==> src/rtl/fan_curve_pwm_with_hysteresis_assert.svh <==
// assertion helpers shared by the fan curve rtl
// every user module has clock and reset (synchronous, active high) in scope
`ifndef FAN_CURVE_PWM_WITH_HYSTERESIS_ASSERT_SVH
`define FAN_CURVE_PWM_WITH_HYSTERESIS_ASSERT_SVH

// condition holds at every edge out of reset
`define FCP_ASSERT_ALWAYS(label, cond, msg) \
   label: assert property (@(posedge clock) disable iff (reset) (cond)) else $error(msg);

// antecedent implies consequent in the same cycle
`define FCP_ASSERT_SAME(label, pre, post, msg) \
   label: assert property (@(posedge clock) disable iff (reset) (pre) |-> (post)) \
      else $error(msg);

// antecedent implies consequent in the next cycle
`define FCP_ASSERT_NEXT(label, pre, post, msg) \
   label: assert property (@(posedge clock) disable iff (reset) (pre) |=> (post)) \
      else $error(msg);

`endif

==> src/rtl/fcp_pkg.sv <==
`default_nettype none

package fcp_pkg;

   // field widths
   localparam int TEMP_W     = 8;
   localparam int HYST_W     = 7;
   localparam int DUTY_W     = 9;
   localparam int PCT_W      = 7;
   localparam int CSR_IDX_W  = 3;
   localparam int CSR_DATA_W = 9;

   // pwm resolution and saturation limit
   localparam int PWM_BITS = 8;
   localparam logic [16:0] DUTY_LIMIT = 17'(1) << PWM_BITS;

   // divider sizing
   localparam int DIV_NUM_W = 16;
   localparam int DIV_DEN_W = 9;
   localparam int DIV_CNT_W = 4;

   // percent scale
   localparam logic [DIV_DEN_W-1:0] PCT_SCALE = DIV_DEN_W'(100);

   // reciprocal of one hundred, exact floor for products below 91180
   localparam int RECIP_SHIFT  = 23;
   localparam int RECIP_W      = 17;
   localparam int SCALE_PROD_W = DIV_NUM_W + RECIP_W;
   localparam logic [RECIP_W-1:0] RECIP_100 = RECIP_W'(83887);

   // register reset values
   localparam logic signed [TEMP_W-1:0] LOW_TEMP_RST  = TEMP_W'(30);
   localparam logic signed [TEMP_W-1:0] HIGH_TEMP_RST = TEMP_W'(50);
   localparam logic [HYST_W-1:0]        HYST_RST      = HYST_W'(3);
   localparam logic [DUTY_W-1:0]        FLOOR_RST     = DUTY_W'(0);
   localparam logic [DUTY_W-1:0]        CEIL_RST      = DUTY_W'(DUTY_LIMIT);

   // configuration register indexes
   typedef enum logic [CSR_IDX_W-1:0] {
      CSR_LOW_TEMP     = 3'd0,
      CSR_HIGH_TEMP    = 3'd1,
      CSR_HYSTERESIS   = 3'd2,
      CSR_DUTY_FLOOR   = 3'd3,
      CSR_DUTY_CEILING = 3'd4
   } csr_index_type;

   // controller states
   typedef enum logic [2:0] {
      ST_IDLE,
      ST_EVAL,
      ST_DIV_PCT,
      ST_MUL,
      ST_SCALE,
      ST_FINISH
   } state_type;

   // controller to datapath
   typedef struct packed {
      logic load_sample;
      logic pick_edge;
      logic start_div_pct;
      logic take_pct;
      logic do_mul;
      logic take_scale;
      logic commit;
   } ctrl_cmd_type;

   // datapath to controller
   typedef struct packed {
      logic at_high;
      logic at_low;
      logic div_done;
      logic out_free;
   } dp_status_type;

endpackage

`default_nettype wire

==> src/rtl/fcp_req_if.sv <==
`default_nettype none

interface fcp_req_if;
   logic                                 valid;
   logic                                 ready;
   logic signed [fcp_pkg::TEMP_W-1:0]    temperature;

   modport source (output valid, output temperature, input ready);
   modport sink   (input valid, input temperature, output ready);
endinterface

`default_nettype wire

==> src/rtl/fcp_rsp_if.sv <==
`default_nettype none

interface fcp_rsp_if;
   logic                          valid;
   logic                          ready;
   logic [fcp_pkg::DUTY_W-1:0]    duty;
   logic                          duty_changed;

   modport source (output valid, output duty, output duty_changed, input ready);
   modport sink   (input valid, input duty, input duty_changed, output ready);
endinterface

`default_nettype wire

==> src/rtl/fan_curve_pwm_with_hysteresis.sv <==
`default_nettype none

// channel   dir  handshake               payload
// req_chan  in   valid / ready           temperature[7:0] signed
// rsp_chan  out  valid / ready           duty[8:0], duty_changed
// csr_*     in   csr_we (no back-pressure) csr_index[2:0], csr_wdata[8:0]
//
// a sample in the linear region passes evaluate, the 16-step restoring divider
// for the percent, multiply, reciprocal scale and commit
// a sample at or beyond either threshold goes from evaluate straight to commit
// a new sample is taken only after the previous one has committed
// reset is synchronous and loads the register defaults; no clearing pass
// the result waits in an output register; the next sample is taken meanwhile,
// and its commit waits only if the earlier result is still not taken
module fan_curve_pwm_with_hysteresis (
   input  wire logic                                clock,
   input  wire logic                                reset,
   fcp_req_if.sink                                  req_chan,
   fcp_rsp_if.source                                rsp_chan,
   input  wire logic                                csr_we,
   input  wire logic [fcp_pkg::CSR_IDX_W-1:0]       csr_index,
   input  wire logic [fcp_pkg::CSR_DATA_W-1:0]      csr_wdata
);

   fcp_pkg::ctrl_cmd_type  cmd;
   fcp_pkg::dp_status_type status;
   logic                   req_ready;
   logic                   rsp_valid;
   logic [fcp_pkg::DUTY_W-1:0] rsp_duty;
   logic                   rsp_duty_changed;

   // sequencing
   fcp_ctrl u_ctrl (
      .clock     (clock),
      .reset     (reset),
      .req_valid (req_chan.valid),
      .req_ready (req_ready),
      .status    (status),
      .cmd       (cmd)
   );

   // arithmetic, state and result register
   fcp_dp u_dp (
      .clock            (clock),
      .reset            (reset),
      .temperature      (req_chan.temperature),
      .csr_we           (csr_we),
      .csr_index        (csr_index),
      .csr_wdata        (csr_wdata),
      .cmd              (cmd),
      .status           (status),
      .rsp_valid        (rsp_valid),
      .rsp_ready        (rsp_chan.ready),
      .rsp_duty         (rsp_duty),
      .rsp_duty_changed (rsp_duty_changed)
   );

   assign req_chan.ready        = req_ready;
   assign rsp_chan.valid        = rsp_valid;
   assign rsp_chan.duty         = rsp_duty;
   assign rsp_chan.duty_changed = rsp_duty_changed;

endmodule

`default_nettype wire

==> src/rtl/fcp_div.sv <==
`default_nettype none
`include "fan_curve_pwm_with_hysteresis_assert.svh"

// restoring divider, one quotient bit per cycle
module fcp_div (
   input  wire logic                              clock,
   input  wire logic                              reset,
   input  wire logic                              start,
   input  wire logic [fcp_pkg::DIV_NUM_W-1:0]     dividend,
   input  wire logic [fcp_pkg::DIV_DEN_W-1:0]     divisor,
   output      logic                              done,
   output      logic [fcp_pkg::DIV_NUM_W-1:0]     quotient
);

   logic                               busy_ff, busy_in;
   logic                               done_ff, done_in;
   logic [fcp_pkg::DIV_CNT_W-1:0]      cnt_ff, cnt_in;
   logic [fcp_pkg::DIV_DEN_W-1:0]      rem_ff, rem_in;
   logic [fcp_pkg::DIV_DEN_W-1:0]      dvsr_ff, dvsr_in;
   logic [fcp_pkg::DIV_NUM_W-1:0]      quo_ff, quo_in;
   logic [fcp_pkg::DIV_DEN_W:0]        trial;
   logic [fcp_pkg::DIV_DEN_W:0]        diff;
   logic                               fits;

   // one restoring step
   assign trial = {rem_ff, quo_ff[fcp_pkg::DIV_NUM_W-1]};
   assign diff  = trial - {1'b0, dvsr_ff};
   assign fits  = (trial >= {1'b0, dvsr_ff});

   always_comb begin
      busy_in = busy_ff;
      done_in = done_ff;
      cnt_in  = cnt_ff;
      rem_in  = rem_ff;
      dvsr_in = dvsr_ff;
      quo_in  = quo_ff;
      if (start) begin
         busy_in = 1'b1;
         done_in = 1'b0;
         cnt_in  = '1;
         rem_in  = '0;
         dvsr_in = divisor;
         quo_in  = dividend;
      end else if (busy_ff) begin
         rem_in = fits ? diff[fcp_pkg::DIV_DEN_W-1:0] : trial[fcp_pkg::DIV_DEN_W-1:0];
         quo_in = {quo_ff[fcp_pkg::DIV_NUM_W-2:0], fits};
         cnt_in = cnt_ff - 1'b1;
         if (cnt_ff == '0) begin
            busy_in = 1'b0;
            done_in = 1'b1;
         end
      end
   end

   // control state
   always_ff @(posedge clock) begin
      if (reset) begin
         busy_ff <= 1'b0;
         done_ff <= 1'b0;
      end else begin
         busy_ff <= busy_in;
         done_ff <= done_in;
      end
   end

   // working registers
   always_ff @(posedge clock) begin
      cnt_ff  <= cnt_in;
      rem_ff  <= rem_in;
      dvsr_ff <= dvsr_in;
      quo_ff  <= quo_in;
   end

   assign done     = done_ff;
   assign quotient = quo_ff;

   `FCP_ASSERT_NEXT(a_div_start_busy, start, busy_ff && !done_ff, "divider did not start")
   `FCP_ASSERT_ALWAYS(a_div_busy_done_excl, !(busy_ff && done_ff), "divider busy and done")

endmodule

`default_nettype wire

==> src/rtl/fcp_dp.sv <==
`default_nettype none
`include "fan_curve_pwm_with_hysteresis_assert.svh"

module fcp_dp (
   input  wire logic                                clock,
   input  wire logic                                reset,
   input  wire logic signed [fcp_pkg::TEMP_W-1:0]   temperature,
   input  wire logic                                csr_we,
   input  wire logic [fcp_pkg::CSR_IDX_W-1:0]       csr_index,
   input  wire logic [fcp_pkg::CSR_DATA_W-1:0]      csr_wdata,
   input  wire fcp_pkg::ctrl_cmd_type               cmd,
   output      fcp_pkg::dp_status_type              status,
   output      logic                                rsp_valid,
   input  wire logic                                rsp_ready,
   output      logic [fcp_pkg::DUTY_W-1:0]          rsp_duty,
   output      logic                                rsp_duty_changed
);

   // configuration registers
   logic signed [fcp_pkg::TEMP_W-1:0]  low_ff, high_ff;
   logic [fcp_pkg::HYST_W-1:0]         hyst_ff;
   logic [fcp_pkg::DUTY_W-1:0]         floor_ff, ceil_ff;

   // block state
   logic signed [fcp_pkg::TEMP_W-1:0]  prev_ff;
   logic [fcp_pkg::DUTY_W-1:0]         cur_ff;

   // per-sample working registers
   logic signed [fcp_pkg::TEMP_W-1:0]  t_ff;
   logic [fcp_pkg::PCT_W-1:0]          pct_ff;
   logic [fcp_pkg::DIV_NUM_W-1:0]      prod_ff;
   logic [fcp_pkg::DUTY_W-1:0]         d_ff, d_in;

   // result register
   logic                               rsp_valid_ff, rsp_valid_in;
   logic [fcp_pkg::DUTY_W-1:0]         rsp_duty_ff;
   logic                               rsp_changed_ff;

   logic                               fall_off;
   logic signed [fcp_pkg::DUTY_W-1:0]  lo_w;
   logic signed [fcp_pkg::DUTY_W:0]    lo_x, t_x, high_x;
   logic [fcp_pkg::DUTY_W:0]           rise_x, span_x;
   logic [fcp_pkg::DIV_NUM_W-1:0]      num_w;
   logic signed [fcp_pkg::DUTY_W:0]    gap;
   logic [fcp_pkg::DUTY_W-1:0]         gap_mag;
   logic                               gap_neg_ff;
   logic                               div_start, div_done;
   logic [fcp_pkg::DIV_NUM_W-1:0]      div_num, div_quo;
   logic [fcp_pkg::DIV_DEN_W-1:0]      div_den;
   logic [fcp_pkg::SCALE_PROD_W-1:0]   scale_prod;
   logic [fcp_pkg::DUTY_W-1:0]         scale_quo;
   logic signed [fcp_pkg::DUTY_W+1:0]  d_scaled;
   logic                               dirty;
   logic [fcp_pkg::DUTY_W-1:0]         d_sat;

   // effective low threshold, lowered while falling with the fan off
   assign fall_off = (t_ff < prev_ff) && (cur_ff == '0);
   assign lo_w     = {low_ff[fcp_pkg::TEMP_W-1], low_ff}
                   - {2'b00, (fall_off ? hyst_ff : '0)};

   // threshold compares, sign extended to a common width
   assign lo_x   = {lo_w[fcp_pkg::DUTY_W-1], lo_w};
   assign t_x    = {{2{t_ff[fcp_pkg::TEMP_W-1]}}, t_ff};
   assign high_x = {{2{high_ff[fcp_pkg::TEMP_W-1]}}, high_ff};

   assign status.at_high = (t_ff >= high_ff);
   assign status.at_low  = (t_x <= lo_x);

   // percent numerator and span, both positive when interpolating
   assign rise_x = t_x - lo_x;
   assign span_x = high_x - lo_x;
   assign num_w  = fcp_pkg::DIV_NUM_W'(rise_x[fcp_pkg::DUTY_W-1:0])
                 * fcp_pkg::DIV_NUM_W'(fcp_pkg::PCT_SCALE);

   // divider for the percent step
   assign div_start = cmd.start_div_pct;
   assign div_num   = num_w;
   assign div_den   = span_x[fcp_pkg::DUTY_W-1:0];

   fcp_div u_div (
      .clock    (clock),
      .reset    (reset),
      .start    (div_start),
      .dividend (div_num),
      .divisor  (div_den),
      .done     (div_done),
      .quotient (div_quo)
   );

   assign status.div_done = div_done;

   // signed duty span, handled as magnitude and sign
   assign gap     = {1'b0, ceil_ff} - {1'b0, floor_ff};
   assign gap_mag = gap[fcp_pkg::DUTY_W] ? fcp_pkg::DUTY_W'(-gap) : gap[fcp_pkg::DUTY_W-1:0];

   // scale back by one hundred through the reciprocal
   assign scale_prod = fcp_pkg::SCALE_PROD_W'(prod_ff)
                     * fcp_pkg::SCALE_PROD_W'(fcp_pkg::RECIP_100);
   assign scale_quo  = scale_prod[fcp_pkg::RECIP_SHIFT +: fcp_pkg::DUTY_W];

   // interpolated duty, quotient applied toward zero
   assign d_scaled = gap_neg_ff
                   ? {2'b00, floor_ff} - {2'b00, scale_quo}
                   : {2'b00, floor_ff} + {2'b00, scale_quo};

   always_comb begin
      d_in = d_ff;
      if (cmd.pick_edge) begin
         d_in = status.at_high ? ceil_ff : floor_ff;
      end else if (cmd.take_scale) begin
         d_in = d_scaled[fcp_pkg::DUTY_W-1:0];
      end
   end

   // commit values
   assign dirty = (d_ff != cur_ff);
   assign d_sat = ({8'd0, d_ff} > fcp_pkg::DUTY_LIMIT)
                ? fcp_pkg::DUTY_W'(fcp_pkg::DUTY_LIMIT) : d_ff;

   // result register valid
   always_comb begin
      rsp_valid_in = rsp_valid_ff;
      if (cmd.commit) begin
         rsp_valid_in = 1'b1;
      end else if (rsp_ready) begin
         rsp_valid_in = 1'b0;
      end
   end

   assign status.out_free = !rsp_valid_ff || rsp_ready;

   // configuration writes
   always_ff @(posedge clock) begin
      if (reset) begin
         low_ff   <= fcp_pkg::LOW_TEMP_RST;
         high_ff  <= fcp_pkg::HIGH_TEMP_RST;
         hyst_ff  <= fcp_pkg::HYST_RST;
         floor_ff <= fcp_pkg::FLOOR_RST;
         ceil_ff  <= fcp_pkg::CEIL_RST;
      end else if (csr_we) begin
         unique case (csr_index)
            fcp_pkg::CSR_LOW_TEMP:     low_ff   <= csr_wdata[fcp_pkg::TEMP_W-1:0];
            fcp_pkg::CSR_HIGH_TEMP:    high_ff  <= csr_wdata[fcp_pkg::TEMP_W-1:0];
            fcp_pkg::CSR_HYSTERESIS:   hyst_ff  <= csr_wdata[fcp_pkg::HYST_W-1:0];
            fcp_pkg::CSR_DUTY_FLOOR:   floor_ff <= csr_wdata[fcp_pkg::DUTY_W-1:0];
            fcp_pkg::CSR_DUTY_CEILING: ceil_ff  <= csr_wdata[fcp_pkg::DUTY_W-1:0];
            default: ;
         endcase
      end
   end

   // block state and result valid
   always_ff @(posedge clock) begin
      if (reset) begin
         prev_ff      <= '0;
         cur_ff       <= '0;
         rsp_valid_ff <= 1'b0;
      end else begin
         rsp_valid_ff <= rsp_valid_in;
         if (cmd.commit) begin
            prev_ff <= t_ff;
            if (dirty) begin
               cur_ff <= d_sat;
            end
         end
      end
   end

   // working registers and result payload
   always_ff @(posedge clock) begin
      d_ff <= d_in;
      if (cmd.load_sample) begin
         t_ff <= temperature;
      end
      if (cmd.take_pct) begin
         pct_ff <= div_quo[fcp_pkg::PCT_W-1:0];
      end
      if (cmd.do_mul) begin
         prod_ff    <= fcp_pkg::DIV_NUM_W'(gap_mag) * fcp_pkg::DIV_NUM_W'(pct_ff);
         gap_neg_ff <= gap[fcp_pkg::DUTY_W];
      end
      if (cmd.commit) begin
         rsp_duty_ff    <= dirty ? d_sat : cur_ff;
         rsp_changed_ff <= dirty;
      end
   end

   assign rsp_valid        = rsp_valid_ff;
   assign rsp_duty         = rsp_duty_ff;
   assign rsp_duty_changed = rsp_changed_ff;

   `FCP_ASSERT_ALWAYS(a_dp_duty_saturated, ({8'd0, cur_ff} <= fcp_pkg::DUTY_LIMIT),
                      "stored duty above limit")
   `FCP_ASSERT_NEXT(a_dp_commit_result, cmd.commit,
                    rsp_valid_ff && (rsp_duty_ff == cur_ff), "result does not match duty")

endmodule

`default_nettype wire

==> src/rtl/fcp_ctrl.sv <==
`default_nettype none
`include "fan_curve_pwm_with_hysteresis_assert.svh"

module fcp_ctrl (
   input  wire logic                     clock,
   input  wire logic                     reset,
   input  wire logic                     req_valid,
   output      logic                     req_ready,
   input  wire fcp_pkg::dp_status_type   status,
   output      fcp_pkg::ctrl_cmd_type    cmd
);

   fcp_pkg::state_type state_ff, state_in;

   // next state
   always_comb begin
      state_in = state_ff;
      unique case (state_ff)
         fcp_pkg::ST_IDLE: begin
            if (req_valid) state_in = fcp_pkg::ST_EVAL;
         end
         fcp_pkg::ST_EVAL: begin
            if (status.at_high || status.at_low) state_in = fcp_pkg::ST_FINISH;
            else state_in = fcp_pkg::ST_DIV_PCT;
         end
         fcp_pkg::ST_DIV_PCT: begin
            if (status.div_done) state_in = fcp_pkg::ST_MUL;
         end
         fcp_pkg::ST_MUL: begin
            state_in = fcp_pkg::ST_SCALE;
         end
         fcp_pkg::ST_SCALE: begin
            state_in = fcp_pkg::ST_FINISH;
         end
         fcp_pkg::ST_FINISH: begin
            if (status.out_free) state_in = fcp_pkg::ST_IDLE;
         end
         default: state_in = fcp_pkg::ST_IDLE;
      endcase
   end

   // command outputs
   always_comb begin
      cmd       = '0;
      req_ready = 1'b0;
      unique case (state_ff)
         fcp_pkg::ST_IDLE: begin
            req_ready       = 1'b1;
            cmd.load_sample = req_valid;
         end
         fcp_pkg::ST_EVAL: begin
            if (status.at_high || status.at_low) cmd.pick_edge = 1'b1;
            else cmd.start_div_pct = 1'b1;
         end
         fcp_pkg::ST_DIV_PCT: begin
            cmd.take_pct = status.div_done;
         end
         fcp_pkg::ST_MUL: begin
            cmd.do_mul = 1'b1;
         end
         fcp_pkg::ST_SCALE: begin
            cmd.take_scale = 1'b1;
         end
         fcp_pkg::ST_FINISH: begin
            cmd.commit = status.out_free;
         end
         default: ;
      endcase
   end

   always_ff @(posedge clock) begin
      if (reset) begin
         state_ff <= fcp_pkg::ST_IDLE;
      end else begin
         state_ff <= state_in;
      end
   end

   `FCP_ASSERT_SAME(a_ctrl_commit_room, cmd.commit, status.out_free,
                    "commit with result register full")
   `FCP_ASSERT_NEXT(a_ctrl_accept_eval, (state_ff == fcp_pkg::ST_IDLE) && req_valid,
                    state_ff == fcp_pkg::ST_EVAL, "transfer not followed by evaluation")

endmodule

`default_nettype wire
==> src/flat_wrapper.sv <==
// flat-port wrapper written by rule: the top's interface ports become plain ports
module fan_curve_pwm_with_hysteresis_flat 
  (clock, reset, csr_we, csr_index, csr_wdata, req_chan_valid, req_chan_temperature, req_chan_ready, rsp_chan_valid, rsp_chan_duty, rsp_chan_duty_changed, rsp_chan_ready);
  fcp_req_if req_chan_i ();
  fcp_rsp_if rsp_chan_i ();
  input  wire logic clock;
  input  wire logic reset;
  input  wire logic csr_we;
  input  wire logic [fcp_pkg::CSR_IDX_W-1:0] csr_index;
  input  wire logic [fcp_pkg::CSR_DATA_W-1:0] csr_wdata;
  input wire logic [$bits(req_chan_i.valid)-1:0] req_chan_valid;
  input wire logic [$bits(req_chan_i.temperature)-1:0] req_chan_temperature;
  output wire logic [$bits(req_chan_i.ready)-1:0] req_chan_ready;
  output wire logic [$bits(rsp_chan_i.valid)-1:0] rsp_chan_valid;
  output wire logic [$bits(rsp_chan_i.duty)-1:0] rsp_chan_duty;
  output wire logic [$bits(rsp_chan_i.duty_changed)-1:0] rsp_chan_duty_changed;
  input wire logic [$bits(rsp_chan_i.ready)-1:0] rsp_chan_ready;
  assign req_chan_i.valid = req_chan_valid;
  assign req_chan_i.temperature = req_chan_temperature;
  assign req_chan_ready = req_chan_i.ready;
  assign rsp_chan_valid = rsp_chan_i.valid;
  assign rsp_chan_duty = rsp_chan_i.duty;
  assign rsp_chan_duty_changed = rsp_chan_i.duty_changed;
  assign rsp_chan_i.ready = rsp_chan_ready;
  fan_curve_pwm_with_hysteresis u_core (.clock(clock), .reset(reset), .req_chan(req_chan_i), .rsp_chan(rsp_chan_i), .csr_we(csr_we), .csr_index(csr_index), .csr_wdata(csr_wdata));
endmodule
==> config.mk <==
export PLATFORM = sky130hd
export DESIGN_NAME = fan_curve_pwm_with_hysteresis_flat
export DESIGN_NICKNAME = d
export VERILOG_FILES = /design/src/rtl/fcp_pkg.sv /design/src/rtl/fcp_req_if.sv /design/src/rtl/fcp_rsp_if.sv /design/src/rtl/fan_curve_pwm_with_hysteresis.sv /design/src/rtl/fcp_div.sv /design/src/rtl/fcp_dp.sv /design/src/rtl/fcp_ctrl.sv /design/src/flat_wrapper.sv
export VERILOG_INCLUDE_DIRS = /design/src /design/src/rtl
export SDC_FILE = /design/constraint.sdc
export NUM_CORES = 1
export LEC_CHECK = 0
export BUFFER_PORTS_ARGS = -buffer_cell sky130_fd_sc_hd__buf_4
export CORE_AREA = 8 8 199 201
export CTS_CLUSTER_DIAMETER = 50
export DETAILED_ROUTE_END_ITERATION = 7
export DIE_AREA = 0 0 207 209
export GPL_TIMING_DRIVEN = 0
export PLACE_DENSITY = 0.66
export SYNTH_ARGS = -nofsm -noshare
export SYNTH_HDL_FRONTEND = slang
export SYNTH_SLANG_ARGS = --single-unit
==> constraint.sdc <==
create_clock -name clock -period 9.78 [get_ports clock]
set_input_delay 2.934 -clock clock [delete_from_list [all_inputs] [get_ports clock]]
set_output_delay 2.934 -clock clock [all_outputs]
set_load 0.01 [all_outputs]
==> results of run 1 <==
## metal layers
layer,track usage,vias up,part of all wire
met5,0,-,0
met4,0.05349,0,0.023
met3,0.02020,52,0.024
met2,0.3053,165,0.51
met1,0.1995,5719,0.44
li1,-,5874,-
## power by group through the flow
stage	sequential (mW)	combinational (mW)	clock [mW]
floorplan	0.886	2.57	0
global placement	0.906	3.21	0
CTS	0.897	3.33	0.638
global route	0.906	3.80	0.665
finish	0.896	3.32	0.628
detailed placement	0.910	3.29	0
## state kept, by name (all words and copies together), names as in the netlist, 3 cells and up
name	cells
u_core.u_dp.prod_ff	16
u_core.u_dp.u_div.quotient	16
u_core.u_dp.ceil_ff	9
u_core.u_dp.cur_ff	9
u_core.u_dp.d_ff	9
u_core.u_dp.floor_ff	9
u_core.u_dp.rsp_duty	9
u_core.u_dp.u_div.dvsr_ff	9
u_core.u_dp.u_div.rem_ff	9
u_core.u_dp.high_ff	8
u_core.u_dp.low_ff	8
u_core.u_dp.prev_ff	8
u_core.u_dp.t_ff	8
u_core.u_dp.hyst_ff	7
u_core.u_dp.pct_ff	7
u_core.u_dp.u_div.cnt_ff	4
u_core.u_ctrl.state_ff	3
## cells in the mapped netlist (all sizes together), types with 3 or more instances
cell / n / share of area
a2111oi: 3 / 0.0017
nand4: 6 / 0.0023
or2: 3 / 0.0012
a211oi: 10 / 0.0049
or4: 3 / 0.0016
nor3b: 5 / 0.0023
fa: 140 / 0.17
a21boi: 8 / 0.0039
o31ai: 3 / 0.0017
xnor2: 56 / 0.031
o21a: 12 / 0.0056
and3: 8 / 0.0031
nand2b: 15 / 0.0058
nor4: 7 / 0.0027
o211ai: 10 / 0.0046
or3: 5 / 0.0019
o21ai: 62 / 0.019
nand3: 26 / 0.0087
and2: 28 / 0.011
mux2i: 26 / 0.016
nor2: 83 / 0.019
o21bai: 14 / 0.0065
xor2: 32 / 0.017
nor3: 28 / 0.0093
o311ai: 3 / 0.0016
nand2: 180 / 0.042
edfxtp: 74 / 0.14
nand3b: 6 / 0.0028
clkbuf: 35 / 0.0081
a21oi: 97 / 0.030
buf: 4 / 0.0010
mux2: 9 / 0.0063
dfxtp: 79 / 0.098
a31oi: 6 / 0.0032
inv: 291 / 0.068
nor2b: 27 / 0.010
ha: 264 / 0.20
a211o: 5 / 0.0027
a21o: 33 / 0.015
## logic make-up after synthesis
group / after synthesis / share of synthesized area
AO/OA/AOI/OAI: 285 / 0.1121
XOR/XNOR: 88 / 0.04857
adder cells (fa/ha/maj): 404 / 0.3774
buffers and inverters: 331 / 0.07687
flip-flops: 153 / 0.2351
multiplexers: 35 / 0.02235
AND/OR/NAND/NOR: 435 / 0.1277
## critical path: cells and delay by family, from the launching register on
kind                       cells  cell delay [ns]
AOI/OAI and AO/OA              7             1.69
xor gates and xnor gates       2             0.41
adders and majority gates      9             4.19
buffers and inverters          4             0.25
DFF                            1             0.56
and+or+nand+nor                9             1.78
## cells in the final DEF (no fill, tap or decap), types with 31 or more instances in the layout
cell type,Yosys,layout
inv_1,290,290
ha_1,264,264
nand2_1,180,180
fa_1,140,140
a21oi_1,96,96
nor2_1,83,83
dfxtp_1,79,79
edfxtp_1,74,74
xnor2_1,54,54
o21ai_0,46,46
clkbuf_1,35,36
buf_4,0,35
a21o_1,33,33
xor2_1,32,31
## cell type report
type,instances,area [um^2]
fill,3393,18640
multi-input combinational,1247,11150
sequential,153,3804
inverter,292,1096
tap,468,585.6
clock buffer,20,479.2
timing repair buffer,35,262.8
buffer,39,147.6
clock inverter,12,88.84
## worst max path at each step
stage | start | to | cells past startpoint
after floorplan | u_core.u_dp.prod_ff[10] | u_core.u_dp.d_ff[8] | 31
after global placement | u_core.u_dp.prod_ff[10] | u_core.u_dp.d_ff[8] | 31
after detailed placement | u_core.u_dp.prod_ff[10] | u_core.u_dp.d_ff[8] | 31
after CTS | u_core.u_dp.prod_ff[10] | u_core.u_dp.d_ff[8] | 31
after global routing | u_core.u_dp.prod_ff[10] | u_core.u_dp.d_ff[8] | 31
final | u_core.u_dp.prod_ff[10] | u_core.u_dp.d_ff[8] | 31
## stage by stage
| step | total power, mW | cells |
|---|---|---|
| after global routing | 5.374 | 2266 |
| final | 4.842 | 2266 |
| after detailed placement | 4.202 | 2234 |
| after CTS | 4.865 | 2266 |
| after floorplan | 3.457 | 1731 |
| after global placement | 4.114 | 2234 |
==> impl_results.md, run 1 <==
- Initial DRC count: 610
- Via count: 11,810
- Int Power: 2.602 mW
- Final hold vios: 0
- RSZ-0062 raised after global routing: no
- Critical path required time: 9.95 ns
- Count of pins over their slew limit: 0
- Maximum clock path buffer count: 2
- PwrDens: 274.9 nW/um^2
- Setup crit start kind: flip-flop
- DRC Markers: 0
- Worst-Skew Late Latency: 0.43 ns
- Worst setup margin: 0.6143 ns
- Post-synth design cell area: 16,180 um^2
- Hold Crit Class: flip-flop to flip-flop
- Post-DP Area: 17,030 um^2
- Worst r2r dst: u_core.u_dp.d_ff[8]
- Crit path max fanout: 5
- Sequential fraction of the synthesis area: 0.2351
- Post-CTS setup buffer count: 0
- I/O pin total: 37
- Routed wire per std cell: 15.65 um
- Top_reg_cell synth: dfxtp_1
- Critical path capture point type: flip-flop
- Routed Antenna Nets: 0
- R2R cell count: 31
- Die Ht: 209 um
- Status: finished clean
- Final Wtd Congestion: 0.8591
- Diodes inserted: 0
- Post-Syn Area per Cell: 9.347 um^2
- Comb pwr share: 0.685
- Die width: 207 um
- Worst slew pin tran: 1.038 ns
- Clock power share: 0.130
- Root buf cell: clkbuf_16
- Vias per Instance: 5.212
- Leakage: 8.276 nW
- Final setup viols: 0
- Nets: 2,214
- Post-synthesis net count: 2,160
- Place WS: 0.4684 ns
- Post-CTS sizing: 0
- Flop2flop setup slack: 0.61 ns
- Rel. slew slack: 0.3078
- Share of layout cells above drive strength 1: 0.05451
- Fin Clk Skew: 0.009727 ns
- WHS Path Cells: 2
- Total congestion overflow: 0
- Seq cells post-synth: 153
- Switching power of the nets: 2.240 mW
- DRT Wirelength: 35.47 mm
- FMAX: 0.1091 GHz
- Final hold slack: 0.4539 ns
- Clock sinks: 153
- Sequential Power Share: 0.185
- Largest net degree at the start of global routing: 20
- Placed wire-length estimate: 29.63 mm
- Cell row count: 70
- H-tree levels: 4
- Cts hold-fix bufs: 0
- Ys Warns: 0
- Synth-to-layout area growth: 8.886%
- CP max-delay cell: fa_1
- Peak supply drop: 0.5799 mV
- Die Area: 43,260 um^2
- Post-route cell area: 17,620 um^2
- Crit path DAT: 9.33 ns
- CP most frequent cell: fa_1
- Tmin final: 9.166 ns
- Core area: 36,260 um^2
- Sw Share: 0.4627
- Min-delay src: u_core.u_dp.prev_ff[5]
- Hold-critical path endpoint: u_core.u_dp.prev_ff[5]
- Unique cell type count in the Yosys netlist: 74
- First-pass GRT wire length: 59.40 mm
- TritonCTS clock tree: built
- Total global-route track usage: 0.1662
- Async S/R FF share, synth: 0
- Post-synth EDFFs: 74
- Vias in the first global route: 12,190
- CP max stage delay: 0.71 ns
- I/O Buffers: 35
- Post-Route Utilization: 0.4859
- Setup TNS: 0 ns
- Antenna violations before repair: 0
- Reg clk slew, reported paths: 0.07 ns
- Drt pass-1 iters: 5
- Reg-to-reg startpoint: u_core.u_dp.prod_ff[10]
- Initial Util: 0.4462
- WS Path Type: flip-flop to flip-flop
- Tcrit/Tclk final: 0.9372
- CTS Buf Count: 17
- Synth Instances: 1,731
- Max-cap viol count: 0
Note: power is estimated with default switching activity, not from simulation.
==> inputs of run 2 (changes only) <==
--- a/config.mk
+++ b/config.mk
@@ -13,6 +13,7 @@
 export DIE_AREA = 0 0 207 209
 export GPL_TIMING_DRIVEN = 0
 export PLACE_DENSITY = 0.66
+export RECOVER_POWER = 100
 export SYNTH_ARGS = -nofsm -noshare
 export SYNTH_HDL_FRONTEND = slang
 export SYNTH_SLANG_ARGS = --single-unit
==> impl_results.md, run 2 (synthesis results as in run 1) <==
- Synth-to-layout area growth: 8.476%
- Leakage: 8.211 nW (-0.78%)
- Place WS: 0.4684 ns (unchanged)
- Most common cell after layout, fill and taps aside: inv_1
- Die width: 207 um (unchanged)
- Initial DRC count: 604 (-0.98%)
- Routed Antenna Nets: 0 (unchanged)
- Multi-input gate area: 11,150 um^2 (about the same)
- Most frequent cells in the layout: inv_1, ha_1, nand2_1, fa_1, a21oi_1
- Largest net degree at the start of global routing: 20 (unchanged)
- Count of pins over their slew limit: 0 (unchanged)
- Initial Util: 0.4462 (unchanged)
- FMAX: 0.1094 GHz (+0.24%)
- I/O pin total: 37 (unchanged)
- Worst setup margin: 0.6366 ns (+0.02224 ns)
- Tmin final: 9.143 ns (-0.02224 ns)
- Routed wire per std cell: 15.63 um (-0.15%)
- Clock sinks: 153 (unchanged)
- Setup crit start kind: flip-flop
- Reg clk slew, reported paths: 0.07 ns (about the same)
- PwrDens: 275.5 nW/um^2 (+0.21%)
- Die Area: 43,260 um^2 (unchanged)
- Total congestion overflow: 0 (unchanged)
- Critical path capture point type: flip-flop
- Tcrit/Tclk final: 0.9349 (-0.002274)
- Cts hold-fix bufs: 0 (unchanged)
- Total global-route track usage: 0.1662 (unchanged)
- Crit path DAT: 9.31 ns (-0.02 ns)
- Final Wtd Congestion: 0.8591 (unchanged)
- Cell row count: 70 (unchanged)
- Worst slew pin tran: 1.428 ns (+0.3896 ns)
- Rel. slew slack: 0.03509 (-0.2727)
- # fillers: 3,405 (+0.35%)
- Post-route cell area: 17,550 um^2 (-0.38%)
- H-tree levels: 4 (unchanged)
- Max-cap viol count: 0 (unchanged)
- Final setup viols: 0 (unchanged)
- Setup TNS: 0 ns (unchanged)
- CTS Buf Count: 17 (unchanged)
- RSZ-0062 raised after global routing: no
- Buf/Inv on CP: 4 (unchanged)
- First-pass GRT wire length: 59.40 mm (unchanged)
- Fin Clk Skew: 0.009749 ns (+0.00002239 ns)
- Post-DP Area: 17,030 um^2 (unchanged)
- Final hold vios: 0 (unchanged)
- CP max stage delay: 0.71 ns (about the same)
- Die Ht: 209 um (unchanged)
- Reg-to-reg startpoint: u_core.u_dp.prod_ff[10]
- Share of layout cells above drive strength 1: 0.04171 (-0.01279)
- CP startpoint: u_core.u_dp.prod_ff[10]
- Vias in the first global route: 12,190 (unchanged)
- Nets: 2,214 (unchanged)
- Core area: 36,260 um^2 (unchanged)
- TritonCTS clock tree: built
- Worst-Skew Late Latency: 0.43 ns (about the same)
- WS Path Type: flip-flop to flip-flop
- Maximum clock path buffer count: 2 (unchanged)
- Peak supply drop: 0.5804 mV (about the same)
- Hold Crit Class: flip-flop to flip-flop
- DRT Wirelength: 35.42 mm (-0.15%)
- Diodes inserted: 0 (unchanged)
- Delay-heaviest family, CP: adder cells
- I/O Buffers: 35 (unchanged)
- Critical path required time: 9.95 ns (about the same)
- CP max-delay cell: fa_1
- Drt pass-1 iters: 5 (unchanged)
- Total Power: 4.834 mW (-0.17%)
- DRC Markers: 0 (unchanged)
- Register area: 3804 um^2 (unchanged)
- Vias per Instance: 5.226 (+0.27%)
- Crit path max fanout: 5 (unchanged)
- Placed wire-length estimate: 29.63 mm (unchanged)
- Min-delay src: u_core.u_dp.prev_ff[4]
- Antenna violations before repair: 0 (unchanged)
- CP most frequent cell: fa_1
- Root buf cell: clkbuf_16
- Via count: 11,840 (+0.27%)
- Status: finished clean
[run 2: changes by cell type in the layout (fill, tap and decap cells not counted), moves of 2 or more]
| cell | previous run | this run |
|---|---|---|
| o21ai_0 | 46 | 56 |
| mux2_1 | 0 | 5 |
| clkbuf_4 | 0 | 9 |
| buf_4 | 35 | 10 |
| buf_1 | 3 | 1 |
| o21ai_1 | 16 | 6 |
| clkbuf_1 | 36 | 54 |
| mux2_2 | 9 | 4 |
| and2_0 | 1 | 7 |
| and2_1 | 27 | 21 |
[run 2: stage by stage]
step	hold slack, ns	cells	utilization
final	0.4543	2266	0.4840
after global routing	0.4691	2266	0.4840
after CTS	0.4562	2266	0.4853
after detailed placement	0.4447	2234	0.4696
after global placement	0.4400	2234	0.4696
after floorplan	0.4268	1731	-
[run 2: worst min-delay path, cell delays in order (launching register included)]
cell,delay (ns)
dfxtp_1,0.31
nand2_1,0.05
a21oi_1,0.05
[run 2: cell type report]
| type | count | share of cell area |
|---|---|---|
| buffer | 39 | 0.008412 |
| clock buffer | 20 | 0.02730 |
| clock inverter | 12 | 0.005062 |
| inverter | 292 | 0.06245 |
| multi-input combinational | 1247 | 0.6351 |
| sequential | 153 | 0.2167 |
| tap | 468 | 0.03336 |
| timing repair buffer | 35 | 0.01155 |
[run 2: where the power goes]
group,switching (mW),total [mW],internal [mW]
Combinational,1.90,3.31,1.41
Clock,0.274,0.630,0.356
Sequential,0.0662,0.896,0.830
Total,2.24,4.83,2.59
[run 2: layer usage]
layer	vias to the layer above	global-route usage	routed length, um
met1	5733	0.1995	15560
li1	5876	-	-
met2	181	0.3053	18180
met3	52	0.02020	874
met4	0	0.05349	804
met5	-	0	0
[run 2: final timing paths]
path                                 end  slack, ns  cells past startpoint
setup reg to reg     u_core.u_dp.d_ff[8]       0.64                     31
setup / recovery     u_core.u_dp.d_ff[8]       0.64                     31
hold / removal    u_core.u_dp.prev_ff[4]       0.45                      2
hold reg to reg   u_core.u_dp.prev_ff[4]       0.45                      2
[run 2: what timing repair did]
action / in CTS / in global routing
setup endpoints to repair: 0 / 1
gates resized for setup: 0 / 3
buffers inserted: 0 / 0
==> inputs of run 3 (changes only) <==
--- a/config.mk
+++ b/config.mk
@@ -6,7 +6,7 @@
 export SDC_FILE = /design/constraint.sdc
 export NUM_CORES = 1
 export LEC_CHECK = 0
-export BUFFER_PORTS_ARGS = -buffer_cell sky130_fd_sc_hd__buf_4
+export BUFFER_PORTS_ARGS = -buffer_cell sky130_fd_sc_hd__clkbuf_2
 export CORE_AREA = 8 8 199 201
 export CTS_CLUSTER_DIAMETER = 50
 export DETAILED_ROUTE_END_ITERATION = 7
==> impl_results.md, run 3 (synthesis results as in run 1) <==
- Via count: 11,800 (-0.37%)
- Peak supply drop: 0.7422 mV (+28%)
- DRT Wirelength: 35.48 mm (+0.18%)
- I/O Buffers: 35 (unchanged)
- WHS Path Cells: 1 (-1)
- Setup TNS: 0 ns (unchanged)
- Cell row count: 70 (unchanged)
- Die width: 207 um (unchanged)
- GRT met3 Usage: 0.01766 (-0.002544)
- FMAX: 0.1088 GHz (-0.50%)
- Share of layout cells above drive strength 1: 0.04227 (+0.0005562)
- CP most frequent cell: fa_1
- Post-CTS setup buffer count: 0 (unchanged)
- Hold Crit Class: flip-flop to flip-flop
- DRC Markers: 0 (unchanged)
- Routed wire per std cell: 15.66 um (+0.18%)
- Multi-input gate area: 11,150 um^2 (unchanged)
- Root buf cell: clkbuf_16
- Critical path capture point type: flip-flop
- Register area: 3804 um^2 (unchanged)
- Placed wire-length estimate: 29.62 mm (about the same)
- Tcrit/Tclk final: 0.9396 (+0.004657)
- Met1 Resource Use GR: 0.2053 (+0.005756)
- Total global-route track usage: 0.1672 (+0.001060)
- Largest net degree at the start of global routing: 20 (unchanged)
- Nets: 2,214 (unchanged)
- Worst-Skew Late Latency: 0.44 ns (about the same)
- Routed Antenna Nets: 0 (unchanged)
- Synth-to-layout area growth: 8.399% (about the same)
- Leakage: 8.221 nW (+0.12%)
- R2R cell count: 31 (unchanged)
- Worst r2r dst: u_core.u_dp.d_ff[8]
- H-tree levels: 4 (unchanged)
- Rel. slew slack: 0.04278 (+0.007686)
- CP max stage delay: 0.71 ns (about the same)
- Fin Clk Skew: 0.01385 ns (+0.004105 ns)
- Die Area: 43,260 um^2 (unchanged)
- Status: finished clean
- CP max-delay cell: fa_1
- First-pass GRT wire length: 60.25 mm (+1.4%)
- Tmin final: 9.189 ns (+0.04554 ns)
- Initial DRC count: 621 (+2.8%)
- Critical path required time: 9.96 ns (about the same)
- Clock sinks: 153 (unchanged)
- Reg clk slew, reported paths: 0.08 ns (about the same)
- Final hold vios: 0 (unchanged)
- Core area: 36,260 um^2 (unchanged)
- PwrDens: 277.8 nW/um^2 (+0.87%)
- Maximum clock path buffer count: 2 (unchanged)
- Drt pass-1 iters: 5 (unchanged)
- Cts hold-fix bufs: 0 (unchanged)
- Min-delay src: u_core.u_dp.hyst_ff[0]
- Most common cell after layout, fill and taps aside: inv_1
- Crit path max fanout: 5 (unchanged)
- Most frequent cells in the layout: inv_1, ha_1, nand2_1, fa_1, a21oi_1
- M2 GR Usage: 0.3010 (-0.004224)
- TritonCTS clock tree: built
- Global routing's busiest layer: met2
- Total congestion overflow: 0 (unchanged)
- Final setup viols: 0 (unchanged)
- Vias in the first global route: 12,440 (+2.1%)
- WS Path Type: flip-flop to flip-flop
- Max-cap viol count: 0 (unchanged)
- Placed Cells: 2,234 (unchanged)
- Reg-to-reg startpoint: u_core.u_dp.prod_ff[10]
- RSZ-0062 raised after global routing: no
- Crit path DAT: 9.37 ns (+0.06 ns)
- Initial Util: 0.4462 (unchanged)
- Count of pins over their slew limit: 0 (unchanged)
- Vias per Instance: 5.207 (-0.37%)
- Hold-critical path endpoint: u_core.u_dp.hyst_ff[0]
- I/O pin total: 37 (unchanged)
- Worst slew pin tran: 1.417 ns (-0.01137 ns)
- Antenna violations before repair: 0 (unchanged)
- Final Wtd Congestion: 0.8773 (+2.1%)
- Post-Route Utilization: 0.4837 (about the same)
- Die Ht: 209 um (unchanged)
- Flop2flop setup slack: 0.59 ns (-0.05 ns)
- Setup crit start kind: flip-flop
- # fillers: 3,456 (+1.5%)
- CTS Buf Count: 17 (unchanged)
- Diodes inserted: 0 (unchanged)
- Final Non-Filler Cells: 2,266 (unchanged)
==> run 3: final cells by class <==
type                       count  share of cell area
sequential                   153              0.2169
multi-input combinational   1247              0.6356
clock buffer                  17             0.02426
buffer                        39            0.008418
timing repair buffer          35            0.008918
inverter                     292             0.06250
tap                          468             0.03339
clock inverter                15             0.01006
==> run 3: metal layers <==
layer  wire [um]  part of all wire
met5           0                 0
met4        1045             0.029
met3         755             0.021
met2       17850              0.50
met1       15830              0.45
==> run 3: worst max-delay path by stage <==
stage	from	end	cells after the start
6_report	u_core.u_dp.prod_ff[10]	u_core.u_dp.d_ff[8]	31
5_1_grt	u_core.u_dp.prod_ff[10]	u_core.u_dp.d_ff[8]	31
4_1_cts	u_core.u_dp.prod_ff[10]	u_core.u_dp.d_ff[8]	31
3_5_place_dp	u_core.u_dp.prod_ff[10]	u_core.u_dp.d_ff[8]	31
3_3_place_gp	u_core.u_dp.prod_ff[10]	u_core.u_dp.d_ff[8]	31
2_1_floorplan	u_core.u_dp.prod_ff[10]	u_core.u_dp.d_ff[8]	31
==> run 3: what timing repair did <==
action / in CTS / in global routing
gates resized for setup: 0 / 3
endpoints found under the setup margin: 0 / 1
endpoints found under the hold margin: 0 / 0
==> run 3: critical path: cells and delay by family, from the launching register on <==
family                   cells  cell delay, ns
adder cells (fa/ha/maj)      9            4.20
flip-flops                   1            0.56
AND/OR/NAND/NOR              9            1.79
buffers and inverters        4            0.25
AO/OA/AOI/OAI                7            1.70
XOR/XNOR                     2            0.44
==> run 3: stage by stage <==
step	cell area, um^2	hold WS, ns	power, mW	setup WS (ns)
CTS	17540	0.4609	4.904	0.3619
global placement	16940	0.4397	4.102	0.5668
finish	17540	0.4623	4.873	0.5910
floorplan	16180	0.4268	3.457	1.587
detailed placement	16940	0.4443	4.186	0.4313
global route	17540	0.4822	5.406	0.003507
==> run 3: power by group <==
part	total, mW	internal [mW]	leakage, nW	switching (mW)
registers	0.894	0.829	1.33	0.0650
clock network	0.670	0.346	0.293	0.324
logic	3.31	1.40	6.60	1.90
